<file path="src/design/tvbb_pkg.sv">
// Shared constants and types for the transformed vertex bounding box unit.
package tvbb_pkg;

  localparam int CFG_W     = 64;
  localparam int CFG_IDX_W = 2;
  localparam int RESULT_W  = 32;
  localparam int AXES      = 3;

  typedef enum logic [CFG_IDX_W-1:0] {
    CFG_ROW_X = 2'd0,
    CFG_ROW_Y = 2'd1,
    CFG_ROW_Z = 2'd2
  } cfg_reg_t;

  // Identity rows: 1.0 in Q8.8 on the diagonal.
  localparam logic [CFG_W-1:0] ROW_X_RST = 64'd256;
  localparam logic [CFG_W-1:0] ROW_Y_RST = 64'd16777216;
  localparam logic [CFG_W-1:0] ROW_Z_RST = 64'd1099511627776;

endpackage

</file>
<file path="src/design/tvbb_row.sv">
// One matrix row: four products, then sum, arithmetic shift and saturation.
module tvbb_row import tvbb_pkg::*; #(
  parameter int COORD_WIDTH = 16,
  parameter int FRAC_BITS   = 8
) (
  input  logic                          clk,
  input  logic                          prod_en,
  input  logic                          sum_en,
  input  logic [CFG_W-1:0]              coef,
  input  logic signed [COORD_WIDTH-1:0] vert_x,
  input  logic signed [COORD_WIDTH-1:0] vert_y,
  input  logic signed [COORD_WIDTH-1:0] vert_z,
  input  logic signed [COORD_WIDTH-1:0] vert_w,
  output logic signed [RESULT_W-1:0]    result
);

  localparam int PROD_W = 2 * COORD_WIDTH;
  localparam int ACC_W  = (PROD_W + 2 > CFG_W) ? CFG_W : PROD_W + 2;
  localparam int EXT_W  = (ACC_W > RESULT_W) ? ACC_W : RESULT_W + 1;

  logic signed [COORD_WIDTH-1:0] lane [4];
  logic signed [COORD_WIDTH-1:0] vert [4];
  logic signed [PROD_W-1:0]      prod_r [4];
  logic signed [ACC_W-1:0]       acc;
  logic signed [ACC_W-1:0]       shifted;
  logic signed [EXT_W-1:0]       ext;
  logic [EXT_W-RESULT_W:0]       ext_hi;
  logic signed [RESULT_W-1:0]    sat_nxt;
  logic signed [RESULT_W-1:0]    result_r;

  assign vert[0] = vert_x;
  assign vert[1] = vert_y;
  assign vert[2] = vert_z;
  assign vert[3] = vert_w;

  // Lanes wholly above the register read as zero; a straddling lane keeps its low bits.
  for (genvar c = 0; c < 4; c++) begin : g_lane
    localparam int SH = c * COORD_WIDTH;
    if (SH >= CFG_W) begin : g_zero
      assign lane[c] = '0;
    end else begin : g_take
      logic [CFG_W-1:0] lane_shifted;
      assign lane_shifted = coef >> SH;
      assign lane[c] = lane_shifted[COORD_WIDTH-1:0];
    end
  end

  always_ff @(posedge clk) begin
    if (prod_en) begin
      for (int c = 0; c < 4; c++) begin
        prod_r[c] <= lane[c] * vert[c];
      end
    end
  end

  always_comb begin
    acc     = ACC_W'(prod_r[0]) + ACC_W'(prod_r[1]) + ACC_W'(prod_r[2])
            + ACC_W'(prod_r[3]);
    shifted = acc >>> FRAC_BITS;
    ext     = EXT_W'(shifted);
    ext_hi  = ext[EXT_W-1:RESULT_W-1];
    if (ext_hi == '0 || ext_hi == '1) begin
      sat_nxt = ext[RESULT_W-1:0];
    end else if (ext[EXT_W-1]) begin
      sat_nxt = {1'b1, {(RESULT_W-1){1'b0}}};
    end else begin
      sat_nxt = {1'b0, {(RESULT_W-1){1'b1}}};
    end
  end

  always_ff @(posedge clk) begin
    if (sum_en) begin
      result_r <= sat_nxt;
    end
  end

  assign result = result_r;

endmodule

</file>
<file path="config.mk">
export PLATFORM = sky130hd
export DESIGN_NAME = tvbb_row
export DESIGN_NICKNAME = d
export VERILOG_FILES = /design/src/design/tvbb_pkg.sv /design/src/design/tvbb_row.sv
export SDC_FILE = /design/constraint.sdc
export NUM_CORES = 2
export LEC_CHECK = 0
export ABC_AREA = 1
export BUFFER_PORTS_ARGS = -buffer_cell sky130_fd_sc_hd__buf_2
export CORE_MARGIN = 5
export CORE_UTILIZATION = 53
export CTS_BUF_LIST = sky130_fd_sc_hd__clkbuf_8
export DETAILED_ROUTE_END_ITERATION = 7
export PLACE_DENSITY = 0.79
export SLEW_MARGIN = 40
export SYNTH_ARGS = -nofsm -noshare
export SYNTH_HDL_FRONTEND = slang
export SYNTH_SLANG_ARGS = --single-unit
</file>
<file path="constraint.sdc">
create_clock -name clk -period 9.2 [get_ports clk]
set_clock_uncertainty 0.05 [all_clocks]
set_input_delay 1.84 -clock clk [delete_from_list [all_inputs] [get_ports clk]]
set_output_delay 1.84 -clock clk [all_outputs]
set_load 0.01 [all_outputs]
</file>
* Word-level counts from Yosys, hierarchy flattened
Memory sizes are Yosys's and may differ from the RTL's. Index checks and enable logic that the tools add are counted.
Storage, ports and cells: register bits 32, memories kept 1, memory bits (writable) 128
Cells by class: multiply operators 4, equal/unequal tests 1, $add $sub $neg 3, reduce and logical (&&, ||, !) cells 2, muxes and demuxes 4
Memory list:
- prod_r | words 4, bits a word 32, rd ports 4, clocked after Yosys merged registers in 0, write ports 4, RTL line tvbb_row.sv:23 | logic signed [PROD_W-1:0] prod_r [4];
Operators with widths (number):
- $mul A16 B16 Y32 | 4
- $mux W32 | 2
- $add A33 B32 Y34 | 1
- $add A34 B32 Y34 | 1
- $add A32 B32 Y33 | 1
- $eq A3 B3 Y1 const B | 1
- $logic_not A3 Y1 | 1
- $mux W1 | 2
- $logic_or A1 B1 Y1 | 1

* Logic depth before layout (Yosys ltp)
An unclocked memory read counts as a cell.
depth in word-level cells 7, depth in mapped cells 27

* Worst setup path before layout
Ideal clock, no wire load.
path type input -> register, from input vert_y[5], to memory prod_r[1][30] (netlist name), data pin, setup time 252 ps, setup slack 2017 ps, data required time 8898 ps, stages on the path 21, arrival 6881 ps, cell sequence clkbuf_1 -> clkbuf_1 -> nand2_1 -> fa_1 -> inv_1 -> fa_1 -> fa_1 -> fa_1 -> fa_1 -> inv_1 -> fa_1 -> inv_1 -> ha_1 -> nand2_1 -> nor2_1 -> inv_1 -> nor2_1 -> nand2_1 -> or2_1 -> nand3_1 -> nand2_1
RTL lines:
- start: declaration | RTL line tvbb_row.sv:11 | input logic signed [COORD_WIDTH-1:0] vert_y,
- end: declaration | RTL line tvbb_row.sv:23

==> flow_summary.ini <==
[yosys]
ys_types = 36
synth-simple-area-share_pct = 15.2
synth.area.mux_share_pct = 0
synth_seq_cells = 154
synth_compound_area_share_pct = 4.06
synth_top_family_by_area = adder cells
yosys_warnings = 0
synthTopCellsByArea = fa_1, inv_1, nand2_1
syn_area_sq_um = 49900
synth_area_leader_cell = fa_1
syn_nets = 7689
synth.most_common_cell = inv_1
post_synth_inst_count = 6087
synthArstFlopShare_pct = 0
yosys.area_share.xor_xnor_pct = 2.26
yosys-top-cells-count = inv_1, nand2_1, fa_1
synth_top_area_share_pct = 44.6
ys.flop_type = edfxtp_1
synthAdderAreaFrac_pct = 53.6
seq_area_frac_synth_pct = 9.26
syn_avg_cell_area_sq_um = 8.20
synth-edff-count = 154

[cts]
cts-root-buf = clkbuf_8
tritoncts = done
postCtsSetupRepairBufs = 0
clk_latency_ns = 0.50
cts.sinks = 154
cts.hold.buffers_added = 0
numCtsBuffers = 17
h-tree-depth = 4
clk_pin_slew_ns = 0.09
cts_buffer_depth = 2
cts-resized-gates = 0

[global_route]
grt_pass1_wl_microns = 206000
grt_use_total_pct = 25.7
grt_overflow = 0
antenna_found_initial = 4
grt_pass1_vias = 40800
grt_max_degree = 79

[layout]
layout-drive-gt1-share_pct = 4.27
multiInputGateArea_sq_um = 37500
fillers = 8375
final_nets = 7635
area_growth_pct = 3.83
seq_area_sq_um = 4620

[flow_run]
drv_cap = 0

[min_path]
hold_depth = 3
holdCritPathClass = flip-flop to flip-flop
holdCritStartpoint = prod_r[2][10]$_DFFE_PP_
min_to = result[2]$_DFFE_PP_

[worst_setup_path]
path_cells = buf_2, nand2_1, inv_1, fa_1, fa_1, fa_1, fa_1, fa_1, inv_1, fa_1, inv_1, ha_1, a21oi_1, o21ai_0, a21oi_1, nand3_1, xor2_1
slowest_delay_ns = 0.91
crit_buf_inv = 4
end_kind = flip-flop
cpMaxStageDelayCell = fa_1
required_ns = 9.39
crit_type = primary input to flip-flop
critPathMaxFanout = 16
cp.arrival_ns = 7.45
cp_num_cells = 17
r2r-end = result[18]$_DFFE_PP_
path_common_cell = fa_1
worstRegToRegCells = 11
ff2ff_setup_slack_ns = 5.77
cp_top_family = adder cells
worstReg2RegStart = prod_r[1][18]$_DFFE_PP_
start_kind = primary input

[floorplanning]
die_y_microns = 317
start_util_pct = 53.4
pin_count = 163
die_area_sq_um = 100000
core-area_sq_um = 93500
die_x_microns = 317
fp-row-count = 112

[timing]
worstMarginPinSlew_ns = 0.719
slew_headroom_pct = 52.1
fmax_mhz = 138
min_period_ns = 7.26
tns_ns = 0
setup_viol = 0
report.final.slew_viol_count = 0
grt_setup_unrepaired = no
period_share_pct = 78.9
hold_violations = 0

[detailed_routing]
wl_microns = 124000
drc_errors = 0
routedWlPerCell_microns = 17.0
firstDrtPassIters = 7
vias = 37900
drtAntennaViolNets = 0
routed_via_density = 5.20
drt-initial-drc-count = 3108

[place]
place_hpwl_microns = 106000
gp_congestion = 0.935
numPortBuffers = 162

[status]
status = finished, final reports clean
[logic make-up (layout without fill, tap and decap cells)]
group,Yosys count,after routing
AO/OA/AOI/OAI,357,357
other,0,3
XOR/XNOR,129,129
buffers and inverters,2074,2033
flip-flops,154,154
AND/OR/NAND/NOR,1902,1902
adder cells (fa/ha/maj),1471,1471
[worst max path at each step]
| stage | startpoint | end | slack, ns |
|---|---|---|---|
| 2_1_floorplan | vert_y[5] | prod_r[1][30]$_DFFE_PP_ | 2.02 |
| 3_3_place_gp | vert_y[1] | prod_r[1][23]$_DFFE_PP_ | 1.54 |
| 3_5_place_dp | vert_w[1] | prod_r[3][31]$_DFFE_PP_ | 1.46 |
| 4_1_cts | vert_w[1] | prod_r[3][31]$_DFFE_PP_ | 2.02 |
| 5_1_grt | vert_w[1] | prod_r[3][31]$_DFFE_PP_ | 1.62 |
| 6_report | vert_y[1] | prod_r[1][24]$_DFFE_PP_ | 1.94 |
[sequential cells by signal, indices dropped and copies added (netlist names)]
signal and flops:
result 26, prod_r 128
[per-stage QoR]
stage	area (sq um)	worst slack (ns)	instances	util [%]	hold WS, ns
6_report	51800	1.94	7303	55.5	0.986
5_1_grt	51800	1.62	7300	55.5	1.03
4_1_cts	51800	2.02	7300	55.5	0.982
3_5_place_dp	51400	1.46	7268	55.0	0.962
3_3_place_gp	51400	1.54	7268	55.0	0.948
2_1_floorplan	49900	2.02	6087	-	0.833
[metal layers]
metal,GRT usage [%],wire [microns],vias to the layer above
met2,44.0,61200,1449
met4,8.04,4290,2
met5,0,20,-
met3,3.02,8470,328
met1,34.6,50200,18900
li1,-,-,17300
[worst reg2reg max path: stages (launching register included)]
cell and delay, ns:
edfxtp_1 0.47, fa_1 0.60, fa_1 0.42, ha_1 0.45, nand2_1 0.18, nor2_1 0.12
inv_1 0.08, nor3_1 0.35, and3_1 0.23, nand2_1 0.09, nand4_1 0.09, nand2_1 0.07
[placed cells by master (no fill, tap or decap), types with 15 or more instances in the layout]
master / instances
xnor2_1: 30
nand4_1: 39
o21ai_0: 101
or2_2: 21
fa_1: 1112
a21o_1: 22
inv_1: 1836
edfxtp_1: 154
buf_2: 161
nand2_1: 1441
nand3_1: 109
nor2_1: 222
nand2_2: 15
ha_1: 359
nor3_1: 27
xor2_1: 99
a21oi_1: 161
clkbuf_8: 17
o21bai_1: 25
[area by class of cell]
type | instances | share of cell area, %
Timing Repair Buffer | 164 | 1.60
Inverter | 1837 | 13.3
Antenna cell | 3 | 0.0145
Clock buffer | 17 | 0.451
Clock inverter | 15 | 0.348
Multi-Input combinational cell | 3859 | 72.3
Sequential cell | 154 | 8.92
Tap cell | 1254 | 3.03
Power is left out: the tool's default activity adds up to more than one toggle a clock period on the data nets, which glitch-free logic cannot reach.
